[config.mk]
export PLATFORM = sky130hd
export DESIGN_NAME = sha1_stream_hasher_top
export DESIGN_NICKNAME = d
export VERILOG_FILES = /design/src/rtl/sha1sh_pkg.sv /design/src/rtl/sha1sh_front.sv /design/src/rtl/sha1sh_core.sv /design/src/rtl/sha1sh_back.sv /design/src/rtl/sha1_stream_hasher_top.sv
export VERILOG_INCLUDE_DIRS = /design/src /design/src/rtl
export SDC_FILE = /design/constraint.sdc
export NUM_CORES = 2
export LEC_CHECK = 0
export ABC_AREA = 1
export ABC_CLOCK_PERIOD_IN_PS = 16500
export BUFFER_PORTS_ARGS = -buffer_cell sky130_fd_sc_hd__buf_2
export CAP_MARGIN = 40
export CORE_UTILIZATION = 40
export CTS_CLUSTER_DIAMETER = 200
export CTS_CLUSTER_SIZE = 16
export DETAILED_ROUTE_END_ITERATION = 7
export PLACE_DENSITY = 0.59
export SETUP_SLACK_MARGIN = 0.1
export SYNTH_ARGS = -nofsm -noshare
export SYNTH_HDL_FRONTEND = slang
export SYNTH_SLANG_ARGS = --single-unit
[constraint.sdc]
create_clock -name clk_i -period 16.5 [get_ports clk_i]
set_input_delay 0.825 -clock clk_i [delete_from_list [all_inputs] [get_ports clk_i]]
set_output_delay 0.825 -clock clk_i [all_outputs]
set_load 0.01 [all_outputs]
[src/rtl/sha1_stream_hasher_top_assert.svh]
// assertion macros for the sha1 stream hasher
// expects clk_i and rst_ni in the scope of each use
`ifndef SHA1_STREAM_HASHER_TOP_ASSERT_SVH
`define SHA1_STREAM_HASHER_TOP_ASSERT_SVH

// cond must never hold at a clock edge
`define SHA1SH_NEVER(label, cond, msg) \
  label: assert property (@(posedge clk_i) disable iff (!rst_ni) !(cond)) \
    else $error(msg);

// cons must hold in the same cycle as ante
`define SHA1SH_IMPLIES(label, ante, cons, msg) \
  label: assert property (@(posedge clk_i) disable iff (!rst_ni) (ante) |-> (cons)) \
    else $error(msg);

// cons must hold in the cycle after ante
`define SHA1SH_IMPLIES_NEXT(label, ante, cons, msg) \
  label: assert property (@(posedge clk_i) disable iff (!rst_ni) (ante) |=> (cons)) \
    else $error(msg);

`endif

[src/rtl/sha1sh_pkg.sv]
// shared types and constants of the sha1 stream hasher
// no dependencies
package sha1sh_pkg;

  localparam int unsigned BlockBits  = 512;
  localparam int unsigned DigestBits = 160;

  localparam logic [2:0] DigestWords = 3'd5;
  localparam logic [7:0] PadByte     = 8'h80;

  localparam logic [31:0] Iv0 = 32'h67452301;
  localparam logic [31:0] Iv1 = 32'hEFCDAB89;
  localparam logic [31:0] Iv2 = 32'h98BADCFE;
  localparam logic [31:0] Iv3 = 32'h10325476;
  localparam logic [31:0] Iv4 = 32'hC3D2E1F0;

  typedef enum logic {
    KIND_ABSORB = 1'b0,
    KIND_FINISH = 1'b1
  } item_kind_e;

  typedef struct packed {
    item_kind_e kind;
    logic [7:0] data;
  } item_t;

  typedef struct packed {
    logic start;
    logic init;
  } core_ctrl_t;

  typedef struct packed {
    logic busy;
    logic done;
  } core_stat_t;

endpackage

[src/rtl/sha1sh_front.sv]
// front end: accepts stream transactions, classifies them, two-entry queue
// depends on sha1sh_pkg
module sha1sh_front (
  input  logic              clk_i,
  input  logic              rst_ni,
  input  logic              s_valid_i,
  output logic              s_ready_o,
  input  logic              op_i,
  input  logic [7:0]        data_i,
  output logic              item_valid_o,
  output sha1sh_pkg::item_t item_o,
  input  logic              item_pop_i
);
  import sha1sh_pkg::*;

  item_t      slot_q [2];
  logic       wr_ptr_q, rd_ptr_q;
  logic [1:0] count_q;
  logic       push;
  item_kind_e kind;

  always_comb begin
    unique case (op_i)
      1'b0:    kind = KIND_ABSORB;
      default: kind = KIND_FINISH;
    endcase
  end

  assign s_ready_o    = (count_q != 2'd2);
  assign push         = s_valid_i & s_ready_o;
  assign item_valid_o = (count_q != 2'd0);
  assign item_o       = slot_q[rd_ptr_q];

  always_ff @(posedge clk_i or negedge rst_ni) begin
    if (!rst_ni) begin
      wr_ptr_q <= 1'b0;
      rd_ptr_q <= 1'b0;
      count_q  <= 2'd0;
    end else begin
      if (push) wr_ptr_q <= ~wr_ptr_q;
      if (item_pop_i) rd_ptr_q <= ~rd_ptr_q;
      if (push && !item_pop_i) count_q <= count_q + 2'd1;
      else if (!push && item_pop_i) count_q <= count_q - 2'd1;
    end
  end

  always_ff @(posedge clk_i) begin
    if (push) begin
      slot_q[wr_ptr_q] <= '{kind: kind, data: data_i};
    end
  end

endmodule

[src/rtl/sha1sh_core.sv]
// sha1 compression core: one round per cycle over a 16-word schedule window
// depends on sha1sh_pkg
module sha1sh_core (
  input  logic                   clk_i,
  input  logic                   rst_ni,
  input  sha1sh_pkg::core_ctrl_t ctrl_i,
  input  logic [511:0]           block_i,
  output sha1sh_pkg::core_stat_t stat_o,
  output logic [159:0]           cv_o
);
  import sha1sh_pkg::*;

  typedef enum logic [1:0] {
    CORE_IDLE,
    CORE_ROUND,
    CORE_ADD
  } core_state_e;

  core_state_e state_q;
  logic [6:0]  round_q;
  logic [31:0] h_q [5];
  logic [31:0] w_q [16];
  logic [31:0] a_q, b_q, c_q, d_q, e_q;
  logic [31:0] fn, kc, t_sum, w_mix, w_new;
  logic        load;

  always_comb begin
    priority if (round_q < 7'd20) begin
      fn = (b_q & c_q) | (~b_q & d_q);
      kc = 32'h5A827999;
    end else if (round_q < 7'd40) begin
      fn = b_q ^ c_q ^ d_q;
      kc = 32'h6ED9EBA1;
    end else if (round_q < 7'd60) begin
      fn = (b_q & c_q) | (b_q & d_q) | (c_q & d_q);
      kc = 32'h8F1BBCDC;
    end else begin
      fn = b_q ^ c_q ^ d_q;
      kc = 32'hCA62C1D6;
    end
  end

  assign t_sum = {a_q[26:0], a_q[31:27]} + fn + e_q + kc + w_q[0];
  assign w_mix = w_q[13] ^ w_q[8] ^ w_q[2] ^ w_q[0];
  assign w_new = {w_mix[30:0], w_mix[31]};
  assign load  = ctrl_i.start && (state_q == CORE_IDLE) && !ctrl_i.init;

  assign stat_o.busy = (state_q != CORE_IDLE);
  assign stat_o.done = (state_q == CORE_ADD);
  assign cv_o        = {h_q[0], h_q[1], h_q[2], h_q[3], h_q[4]};

  always_ff @(posedge clk_i or negedge rst_ni) begin
    if (!rst_ni) begin
      state_q <= CORE_IDLE;
      round_q <= 7'd0;
      h_q[0]  <= Iv0;
      h_q[1]  <= Iv1;
      h_q[2]  <= Iv2;
      h_q[3]  <= Iv3;
      h_q[4]  <= Iv4;
    end else begin
      unique case (state_q)
        CORE_IDLE: begin
          if (ctrl_i.init) begin
            h_q[0] <= Iv0;
            h_q[1] <= Iv1;
            h_q[2] <= Iv2;
            h_q[3] <= Iv3;
            h_q[4] <= Iv4;
          end else if (ctrl_i.start) begin
            state_q <= CORE_ROUND;
            round_q <= 7'd0;
          end
        end
        CORE_ROUND: begin
          round_q <= round_q + 7'd1;
          if (round_q == 7'd79) state_q <= CORE_ADD;
        end
        CORE_ADD: begin
          h_q[0]  <= h_q[0] + a_q;
          h_q[1]  <= h_q[1] + b_q;
          h_q[2]  <= h_q[2] + c_q;
          h_q[3]  <= h_q[3] + d_q;
          h_q[4]  <= h_q[4] + e_q;
          state_q <= CORE_IDLE;
        end
        default: state_q <= CORE_IDLE;
      endcase
    end
  end

  // block word 0 sits in the top bits of the buffer
  always_ff @(posedge clk_i) begin
    if (load) begin
      for (int i = 0; i < 16; i++) begin
        w_q[i] <= block_i[(15 - i) * 32 +: 32];
      end
      a_q <= h_q[0];
      b_q <= h_q[1];
      c_q <= h_q[2];
      d_q <= h_q[3];
      e_q <= h_q[4];
    end else if (state_q == CORE_ROUND) begin
      for (int i = 0; i < 15; i++) begin
        w_q[i] <= w_q[i + 1];
      end
      w_q[15] <= w_new;
      e_q     <= d_q;
      d_q     <= c_q;
      c_q     <= {b_q[1:0], b_q[31:2]};
      b_q     <= a_q;
      a_q     <= t_sum;
    end
  end

endmodule

[src/rtl/sha1sh_back.sv]
// back end: block buffer, length count, padding sequencer, digest output register
// depends on sha1sh_pkg, drives sha1sh_core through its control struct
module sha1sh_back (
  input  logic                   clk_i,
  input  logic                   rst_ni,
  input  logic                   item_valid_i,
  input  sha1sh_pkg::item_t      item_i,
  output logic                   item_pop_o,
  output sha1sh_pkg::core_ctrl_t core_ctrl_o,
  output logic [511:0]           block_o,
  input  sha1sh_pkg::core_stat_t core_stat_i,
  input  logic [159:0]           cv_i,
  output logic                   out_valid_o,
  input  logic                   out_ready_i,
  output logic [31:0]            out_word_o,
  output logic [2:0]             out_index_o,
  output logic                   out_last_o
);
  import sha1sh_pkg::*;

  typedef enum logic [1:0] {
    BACK_ABSORB,
    BACK_PAD,
    BACK_FINAL
  } back_state_e;

  back_state_e               state_q;
  logic [5:0]                pos_q;
  logic [63:0]               len_q;
  logic                      pending_q, first_q, extra_q;
  logic [2:0]                out_cnt_q;
  logic [BlockBits-1:0]      buf_q;
  logic [DigestBits-1:0]     digest_q;
  logic                      start, absorb_wr, pad_wr, wr_en, final_go, out_fire;
  logic [7:0]                pad_byte, wr_byte;

  assign start      = pending_q & ~core_stat_i.busy;
  assign item_pop_o = (state_q == BACK_ABSORB) & ~pending_q & item_valid_i;
  assign absorb_wr  = item_pop_o & (item_i.kind == KIND_ABSORB);
  assign pad_wr     = (state_q == BACK_PAD) & ~pending_q;
  assign wr_en      = absorb_wr | pad_wr;
  assign final_go   = (state_q == BACK_FINAL) & ~pending_q & ~core_stat_i.busy
                    & (out_cnt_q == 3'd0);
  assign out_fire   = out_valid_o & out_ready_i;

  // length bytes go big-endian into the last eight places of the final block
  always_comb begin
    priority if (first_q) pad_byte = PadByte;
    else if (pos_q[5:3] == 3'b111 && !extra_q) pad_byte = len_q[{~pos_q[2:0], 3'b000} +: 8];
    else pad_byte = 8'h00;
  end

  assign wr_byte = pad_wr ? pad_byte : item_i.data;

  assign core_ctrl_o.start = start;
  assign core_ctrl_o.init  = final_go;
  assign block_o           = buf_q;

  assign out_valid_o = (out_cnt_q != 3'd0);
  assign out_word_o  = digest_q[DigestBits-1 -: 32];
  assign out_index_o = DigestWords - out_cnt_q;
  assign out_last_o  = (out_cnt_q == 3'd1);

  always_ff @(posedge clk_i or negedge rst_ni) begin
    if (!rst_ni) begin
      state_q   <= BACK_ABSORB;
      pos_q     <= 6'd0;
      len_q     <= 64'd0;
      pending_q <= 1'b0;
      first_q   <= 1'b0;
      extra_q   <= 1'b0;
      out_cnt_q <= 3'd0;
    end else begin
      if (start) pending_q <= 1'b0;
      if (wr_en) begin
        pos_q <= pos_q + 6'd1;
        if (pos_q == 6'd63) pending_q <= 1'b1;
      end
      if (absorb_wr) len_q <= len_q + 64'd8;

      unique case (state_q)
        BACK_ABSORB: begin
          if (item_pop_o && item_i.kind == KIND_FINISH) begin
            state_q <= BACK_PAD;
            first_q <= 1'b1;
          end
        end
        BACK_PAD: begin
          if (pad_wr) begin
            first_q <= 1'b0;
            // marker too late for the length: one more block follows
            if (pos_q == 6'd63) extra_q <= 1'b0;
            else if (first_q && pos_q[5:3] == 3'b111) extra_q <= 1'b1;
            if (pos_q == 6'd63 && !extra_q && !first_q) state_q <= BACK_FINAL;
          end
        end
        BACK_FINAL: begin
          if (final_go) begin
            state_q <= BACK_ABSORB;
            len_q   <= 64'd0;
          end
        end
        default: state_q <= BACK_ABSORB;
      endcase

      if (final_go) out_cnt_q <= DigestWords;
      else if (out_fire) out_cnt_q <= out_cnt_q - 3'd1;
    end
  end

  always_ff @(posedge clk_i) begin
    if (wr_en) buf_q <= {buf_q[BlockBits-9:0], wr_byte};
    if (final_go) digest_q <= cv_i;
    else if (out_fire) digest_q <= {digest_q[DigestBits-33:0], 32'h0};
  end

endmodule

[src/rtl/sha1_stream_hasher_top.sv]
// sha1 stream hasher top: front queue, back end and compression core
// absorb: one byte per cycle unless a full block waits for the busy core; each block
// passes the round core (load, 80 rounds, add) overlapped with filling the next block
// finish: 64 - pos padding bytes, 64 more if under 9 bytes free, compression, 5 words
// reset (rst_ni low, async): empty queue, zero length, initial chaining value
// depends on sha1sh_pkg, sha1sh_front, sha1sh_back, sha1sh_core
`include "sha1_stream_hasher_top_assert.svh"
module sha1_stream_hasher_top (
  input  logic        clk_i,
  input  logic        rst_ni,
  input  logic        s_axis_tvalid_i,
  output logic        s_axis_tready_o,
  input  logic [7:0]  s_axis_tdata_i,   // [7:0] data_byte
  input  logic        s_axis_tuser_i,   // [0] operation
  output logic        m_axis_tvalid_o,
  input  logic        m_axis_tready_i,
  output logic [39:0] m_axis_tdata_o,   // [31:0] digest_word, [34:32] word_index, rest zero
  output logic        m_axis_tlast_o    // last_word
);
  import sha1sh_pkg::*;

  item_t        item;
  logic         item_valid, item_pop;
  core_ctrl_t   core_ctrl;
  core_stat_t   core_stat;
  logic [511:0] block;
  logic [159:0] cv;
  logic [31:0]  out_word;
  logic [2:0]   out_index;

  sha1sh_front u_front (
    .clk_i        (clk_i),
    .rst_ni       (rst_ni),
    .s_valid_i    (s_axis_tvalid_i),
    .s_ready_o    (s_axis_tready_o),
    .op_i         (s_axis_tuser_i),
    .data_i       (s_axis_tdata_i),
    .item_valid_o (item_valid),
    .item_o       (item),
    .item_pop_i   (item_pop)
  );

  sha1sh_back u_back (
    .clk_i        (clk_i),
    .rst_ni       (rst_ni),
    .item_valid_i (item_valid),
    .item_i       (item),
    .item_pop_o   (item_pop),
    .core_ctrl_o  (core_ctrl),
    .block_o      (block),
    .core_stat_i  (core_stat),
    .cv_i         (cv),
    .out_valid_o  (m_axis_tvalid_o),
    .out_ready_i  (m_axis_tready_i),
    .out_word_o   (out_word),
    .out_index_o  (out_index),
    .out_last_o   (m_axis_tlast_o)
  );

  sha1sh_core u_core (
    .clk_i   (clk_i),
    .rst_ni  (rst_ni),
    .ctrl_i  (core_ctrl),
    .block_i (block),
    .stat_o  (core_stat),
    .cv_o    (cv)
  );

  assign m_axis_tdata_o = {5'b0, out_index, out_word};

  `SHA1SH_NEVER(a_no_start_when_busy, core_ctrl.start && core_stat.busy, "core started while busy")
  `SHA1SH_IMPLIES_NEXT(a_done_then_idle, core_stat.done, !core_stat.busy, "core busy after done")
  `SHA1SH_IMPLIES(a_last_is_word4, m_axis_tvalid_o && m_axis_tlast_o, m_axis_tdata_o[34:32] == 3'd4, "last on wrong word")
  `SHA1SH_IMPLIES(a_pop_needs_item, item_pop, item_valid, "pop from empty queue")

endmodule
---- Yosys cells after proc, flatten, opt, wreduce, memory -nomap -nowiden ----
Memory sizes are Yosys's and may differ from the RTL's.
Index checks and enable logic that the tools add are counted.
storage, ports and cells
  register bits after elaboration ......... 1083
  RAM bits ................................ 530
  output and inout bits ................... 43
  memories ................................ 2
operators by class
  add/subtract/negate cells ............... 16
  $lt $le $gt $ge ......................... 3
  eq/ne operators ......................... 17
  shift operators ......................... 1
  multiplexer cells ....................... 74
  bitwise logic cells ..................... 46
  reductions and logical operators ........ 33
memories
  name            depth  bits a word  read ports  clocked after memory_dff  wr ports  RTL line            text
  u_core.w_q      16     32           16          0                         16        sha1sh_core.sv:22   logic [31:0] w_q [16];
  u_front.slot_q  2      9            1           0                         1         sha1sh_front.sv:16  item_t slot_q [2];
operators with widths
  cell                                                         number
  two-way mux 32 bit                                           31
  two-way mux 160 bit                                          3
  one-hot mux 160 bit (2 select lines)                         1
  adder 32 bit                                                 9
  two-way mux 64 bit                                           3
  bitwise XOR 32 bit                                           5
  AND 32 bit                                                   4
  bitwise OR 32 bit                                            3
  adder 64 x 4 -> 64 bit (second input constant)               1
  variable part select 64 x 7 -> 8 bit                         1
  inverter 32 bit                                              1
  two-way mux 31 bit                                           1
  two-way mux 8 bit                                            3
  two-way mux 2 bit                                            9
  nonzero test 2 bit                                           9
  bitwise OR 1 bit                                             17
  two-way mux 1 bit                                            15
  less-than comparator 7 x 6 -> 1 bit (second input constant)  2
  two-way mux 7 bit                                            2
  one-hot mux 7 bit (2 select lines)                           1
  inequality test 2 bit (second input constant)                6
  AND reduction 3 bit                                          4
  AND 1 bit                                                    10
  logical AND 1 bit                                            9
  26 further kinds                                             40

---- Longest topological paths before layout ----
  depth in word-level cells ............... 12
  mapped depth ............................ 27
  mapped depth without buffers ............ 26

---- By module ----
Synthesis repeated with hierarchy kept, for this count alone.
unflattened totals
  cells, all modules ...................... 8440
  area, all modules ....................... 80335.8 sq um
modules (own cells, without submodules)
  module                  times used  cells an instance  area an instance (sq um)
  sha1sh_core             1           6412               51977.4
  sha1sh_back             1           1968               27415.0
  sha1sh_front            1           54                 902.1
  sha1_stream_hasher_top  1           6                  41.3

---- Worst setup path before layout ----
OpenSTA, ideal clock, no wires.
  kind .................................... reg-to-reg
  from .................................... register u_core.state_q[1]
  to ...................................... register u_core.a_q[0], enable pin
  arrival ................................. 13.955 ns
  data required time ...................... 15.486 ns
  path slack .............................. 1.531 ns
  stages on the path, launching flop included .. 7
  buffers on the path ..................... 1
  cells stage by stage .................... dfrtp_1 -> nor2_1 -> nand2_1 -> inv_1 -> buf_2 -> nor2_1 -> inv_1
on the way
  cells in the longest elaborated chain, start to end .. 7
  elaborated cells between the ends (all ways) .. 11
RTL lines
  what                              RTL line                              text
  start: declaration                sha1sh_core.sv:19                     core_state_e state_q;
  start signal: assignment          sha1sh_core.sv:54                     state_q <= CORE_IDLE;
  start signal: assignment          sha1sh_core.sv:71                     state_q <= CORE_ROUND;
  start signal: assignment          sha1sh_core.sv:77                     if (round_q == 7'd79) state_q <= CORE_ADD;
  nonzero test 2 bit                sha1sh_core.sv:48                     assign stat_o.busy = (state_q != CORE_IDLE);
  inverter 1 bit                    sha1sh_back.sv:37, sha1sh_back.sv:42
  AND 1 bit                         sha1sh_back.sv:42                     assign final_go = (state_q == BACK_FINAL) & ~pending_q & ~core_stat_i.busy
  AND 1 bit                         sha1sh_back.sv:43                     & (out_cnt_q == 3'd0);
  logical NOT 1 bit                 sha1sh_core.sv:46                     assign load = ctrl_i.start && (state_q == CORE_IDLE) && !ctrl_i.init;
  logical AND 1 bit                 sha1sh_core.sv:46
  nonzero test 2 bit (no line) (*)  --
  end signal: assignment            sha1sh_core.sv:98                     a_q <= h_q[0];
  end signal: assignment            sha1sh_core.sv:112                    a_q <= t_sum;
  end: declaration                  sha1sh_core.sv:23                     logic [31:0] a_q, b_q, c_q, d_q, e_q;
Mark *: on every way between the ends. The rest lies on a longest branch, timed or not.
A chain may end at the register's enable or synchronous reset.

---- Final worst setup path ----
  from .................................... register u_core.round_q[4]
  to ...................................... register u_core.a_q[19], data pin
on the way
  cells in the longest elaborated chain, start to end .. 10
  elaborated cells between the ends (all ways) .. 15
RTL lines
  what                                 RTL line            text
  start: declaration                   sha1sh_core.sv:20   logic [6:0] round_q;
  start signal: assignment             sha1sh_core.sv:76   round_q <= round_q + 7'd1;
  less-than comparator 7 x 6 -> 1 bit  sha1sh_core.sv:34   end else if (round_q < 7'd60) begin
  two-way mux 32 bit                   sha1sh_core.sv:34
  two-way mux 32 bit                   sha1sh_core.sv:31   end else if (round_q < 7'd40) begin
  two-way mux 32 bit                   sha1sh_core.sv:28   priority if (round_q < 7'd20) begin
  adder 32 bit (2 in a row)            sha1sh_core.sv:43   assign t_sum = {a_q[26:0], a_q[31:27]} + fn + e_q + kc + w_q[0];
  adder 32 bit (*) (2 in a row)        sha1sh_core.sv:43
  two-way mux 32 bit (*)               sha1sh_core.sv:103  end else if (state_q == CORE_ROUND) begin
  two-way mux 32 bit (*)               sha1sh_core.sv:94   if (load) begin
Mark *: on every way between the ends. The rest lies on a longest branch, timed or not. The select of a mux whose other input is x is not followed.

==> flow_summary.json <==
{
  "crit_path_end_kind": "flop",
  "startpoint": "u_core.round_q[4]",
  "fin_nets": 8735,
  "fin_crit_ns": 6.23,
  "hold_violations": 0,
  "clock_latency_ns": 0.82,
  "fin_crit_sh": 0.378,
  "slew_headroom": 0.228,
  "ir_drop_mv": 0.191,
  "clkTransAtPathRegs_ns": 0.08,
  "slowest_stage": "nand2_1",
  "syn_inst": 8424,
  "cts_max_level": 3,
  "clkSinkCount": 1610,
  "drt_iter0_drc": 5130,
  "synth_top_area_share": 0.509,
  "synth_edf_count": 1362,
  "crit_path_max_fanout": 33,
  "syn2layout_area_growth_pct": 7.84,
  "cts_tree": "yes",
  "yosys.area_share.simple": 0.204,
  "routabilityCongestion": 0.955,
  "register_area_um2": 47200,
  "multiInputGateArea_um2": 28500,
  "setup_viol": 0,
  "dpl.cell_count": 10900,
  "yosysWarnings": 0,
  "cts.path.max_buffers": 3,
  "drc_errors": 0,
  "startpoint_type": "flop",
  "muxShareOfSynthArea": 0,
  "synth_xor_area_frac": 0.0198,
  "fmax_ghz": 0.161,
  "synthTopCellsByCount": "3126 x nand2_1, 1362 x edfxtp_1, 889 x inv_1",
  "die_y_um": 450,
  "grt_antenna_before_repair": 8,
  "layout-drive-gt1-share": 0.0436,
  "port_buffers": 50,
  "placed_area_um2": 83600,
  "ys_async_sr_fraction": 0.154,
  "synth_compound_area_frac": 0.0641,
  "core_area_um2": 200000,
  "ys_seq_elements": 1610,
  "cp_common_cell": "nand2_1",
  "slew_viol_final": 0,
  "synth.most_common_cell": "nand2_1",
  "power.leakage_nw": 36.7,
  "tightestPinTransition_ns": 1.16,
  "skew_ns": 0.0694,
  "ant_nets": 0,
  "stdcell_count": 11100,
  "fin_area_um2": 86700,
  "holdBufCountCts": 0,
  "viasPerCell": 5.18,
  "gr-usage-all-layers": 0.232,
  "cap_viol_max_count": 0,
  "grt_max_degree": 185,
  "finalPower_w": 0.0151,
  "postCtsSetupRepairBufs": 0,
  "min_path_type": "in -> async",
  "yosysTopAreaCell": "edfxtp_1",
  "cp_slowest_stage_delay_ns": 0.64,
  "ff2ff_path_depth": 27,
  "root_buffer": "clkbuf_16",
  "synthTopCellsByArea": "edfxtp_1 51%, nand2_1 15%, dfrtp_1 5.2%",
  "synth_fa_ha_area_frac": 0.0662,
  "synth_top_family_by_area": "simple AND/OR/NAND/NOR gates",
  "drt_first_pass_iters": 6,
  "overflow": 0,
  "start_util": 0.402,
  "rr_startpoint": "u_core.round_q[4]",
  "vias": 57400,
  "die-area_um2": 203000,
  "r2r-end": "u_core.a_q[19]",
  "rsz0062_at_grt": "false",
  "finalSetupTns_ns": 0,
  "wire_per_inst_um": 21.5,
  "status": "finished clean",
  "n_fill_cell": 19300,
  "yosysSeqAreaShare": 0.587,
  "grt_pass1_vias": 55400,
  "cts_buffers": 110,
  "worst-r2r-setup-slack_ns": 10.27,
  "ioPinCount": 56,
  "wirelength_um": 238000,
  "die_w_um": 450,
  "syn_area_per_cell_um2": 9.54,
  "path_class": "reg -> reg",
  "dp_hpwl_um": 174000,
  "grt_first_pass_wirelength_um": 355000,
  "arrival_ns": 6.72,
  "syn_area_um2": 80400,
  "synthDistinctLibCells": 56,
  "power.density_nw_per_um2": 174,
  "ys.flop_type": "edfxtp_1",
  "post_cts_resized": 0,
  "cp.required_ns": 16.99,
  "core.rowCount": 164
}
cell type report:
type,count,share of cell area
inverters,897,0.0392
diodes,1,0.0000289
clock inverters,8,0.00185
flip-flops and latches,1610,0.545
repair buffers,116,0.0125
clock buffers,159,0.0339
multi-input cells,5636,0.329
well taps,2656,0.0384
through the flow:
step                      hold WS (ns)  setup WS (ns)  utilization
after floorplan                  0.427           1.53            -
after global placement           0.427          10.38        0.416
after global routing            0.0653           9.82        0.434
final                           0.0564          10.27        0.434
after CTS                       0.0333          10.33        0.434
after detailed placement         0.432          10.35        0.418
logic make-up (layout without fill, tap and decap cells):
logic type,after synthesis,after routing
AND/OR/NAND/NOR,4133,4133
buffers and inverters,1182,1180
XOR/XNOR,182,182
flip-flops,1610,1610
AO/OA/AOI/OAI,965,965
adder cells (fa/ha/maj),351,351
other,1,6
layer usage:
| metal | wire [µm] | track usage |
|---|---|---|
| met5 | 0 | 0 |
| met4 | 8710 | 0.0776 |
| met3 | 11600 | 0.0254 |
| met2 | 113000 | 0.381 |
| met1 | 105000 | 0.319 |
worst max-delay path by stage:
stage                      to  slack, ns  cells after the start
2_1_floorplan   u_core.a_q[0]       1.53                      6
3_3_place_gp   u_core.a_q[29]      10.38                     27
3_5_place_dp   u_core.a_q[29]      10.35                     27
4_1_cts        u_core.a_q[29]      10.33                     27
5_1_grt        u_core.a_q[29]       9.82                     27
6_report       u_core.a_q[19]      10.27                     27
sequential cells by signal, summed over array words and instances, names as in the netlist, 3 cells and up:
name	cells
u_back.out_cnt_q	3
u_core.cv_o	160
u_core.w_q	512
u_back.digest_q	160
u_front.slot_q	18
u_core.d_q	32
u_core.c_q	32
u_back.len_q	61
u_back.block_o	512
u_core.e_q	32
u_back.pos_q	6
u_core.round_q	7
u_core.a_q	32
u_core.b_q	32
worst max-delay path: cells and delay by family (launching register included):
family,cells,cell delay [ns]
AO/OA/AOI/OAI,2,0.17
adder cells (fa/ha/maj),5,2.04
buffers and inverters,7,1.23
flip-flops,1,0.44
AND/OR/NAND/NOR,13,2.03
cell usage in the layout (no fill, tap or decap), types with 5 or more instances in the layout:
| cell type | netlist | layout |
|---|---|---|
| clkbuf_16 | 0 | 110 |
| buf_16 | 0 | 12 |
| conb_1 | 1 | 5 |
| nor3_1 | 68 | 68 |
| buf_2 | 58 | 55 |
| nand2_1 | 3126 | 3124 |
| xor2_1 | 58 | 58 |
| nor2_1 | 496 | 494 |
| o211ai_1 | 5 | 5 |
| dfrtp_1 | 168 | 168 |
| or2_2 | 15 | 15 |
| fa_1 | 124 | 124 |
| o221ai_1 | 9 | 9 |
| inv_1 | 889 | 884 |
| clkbuf_1 | 171 | 49 |
| buf_4 | 39 | 40 |
| ha_1 | 227 | 227 |
| nor2_2 | 7 | 7 |
| nand2_2 | 5 | 5 |
| nor4_1 | 10 | 10 |
| nand4_1 | 66 | 66 |
| dfstp_2 | 80 | 80 |
| edfxtp_1 | 1362 | 1362 |
| and2_1 | 7 | 7 |
| nand3_1 | 305 | 305 |
| a21oi_1 | 313 | 313 |
| o21bai_1 | 29 | 29 |
| nand3b_1 | 12 | 12 |
| inv_2 | 6 | 6 |
| o21a_1 | 5 | 5 |
| o2111ai_1 | 12 | 12 |
| buf_12 | 0 | 8 |
| o22ai_1 | 64 | 64 |
| xnor2_1 | 124 | 124 |
| o21ai_0 | 505 | 505 |
report_power, final:
group	total (W)	internal, W	switching, W
Combinational	0.00506	0.00150	0.00356
Clock	0.00267	0.00124	0.00144
Sequential	0.00734	0.00652	0.000814
Total	0.0151	0.00926	0.00581
Note: power is estimated with default switching activity, not from simulation.
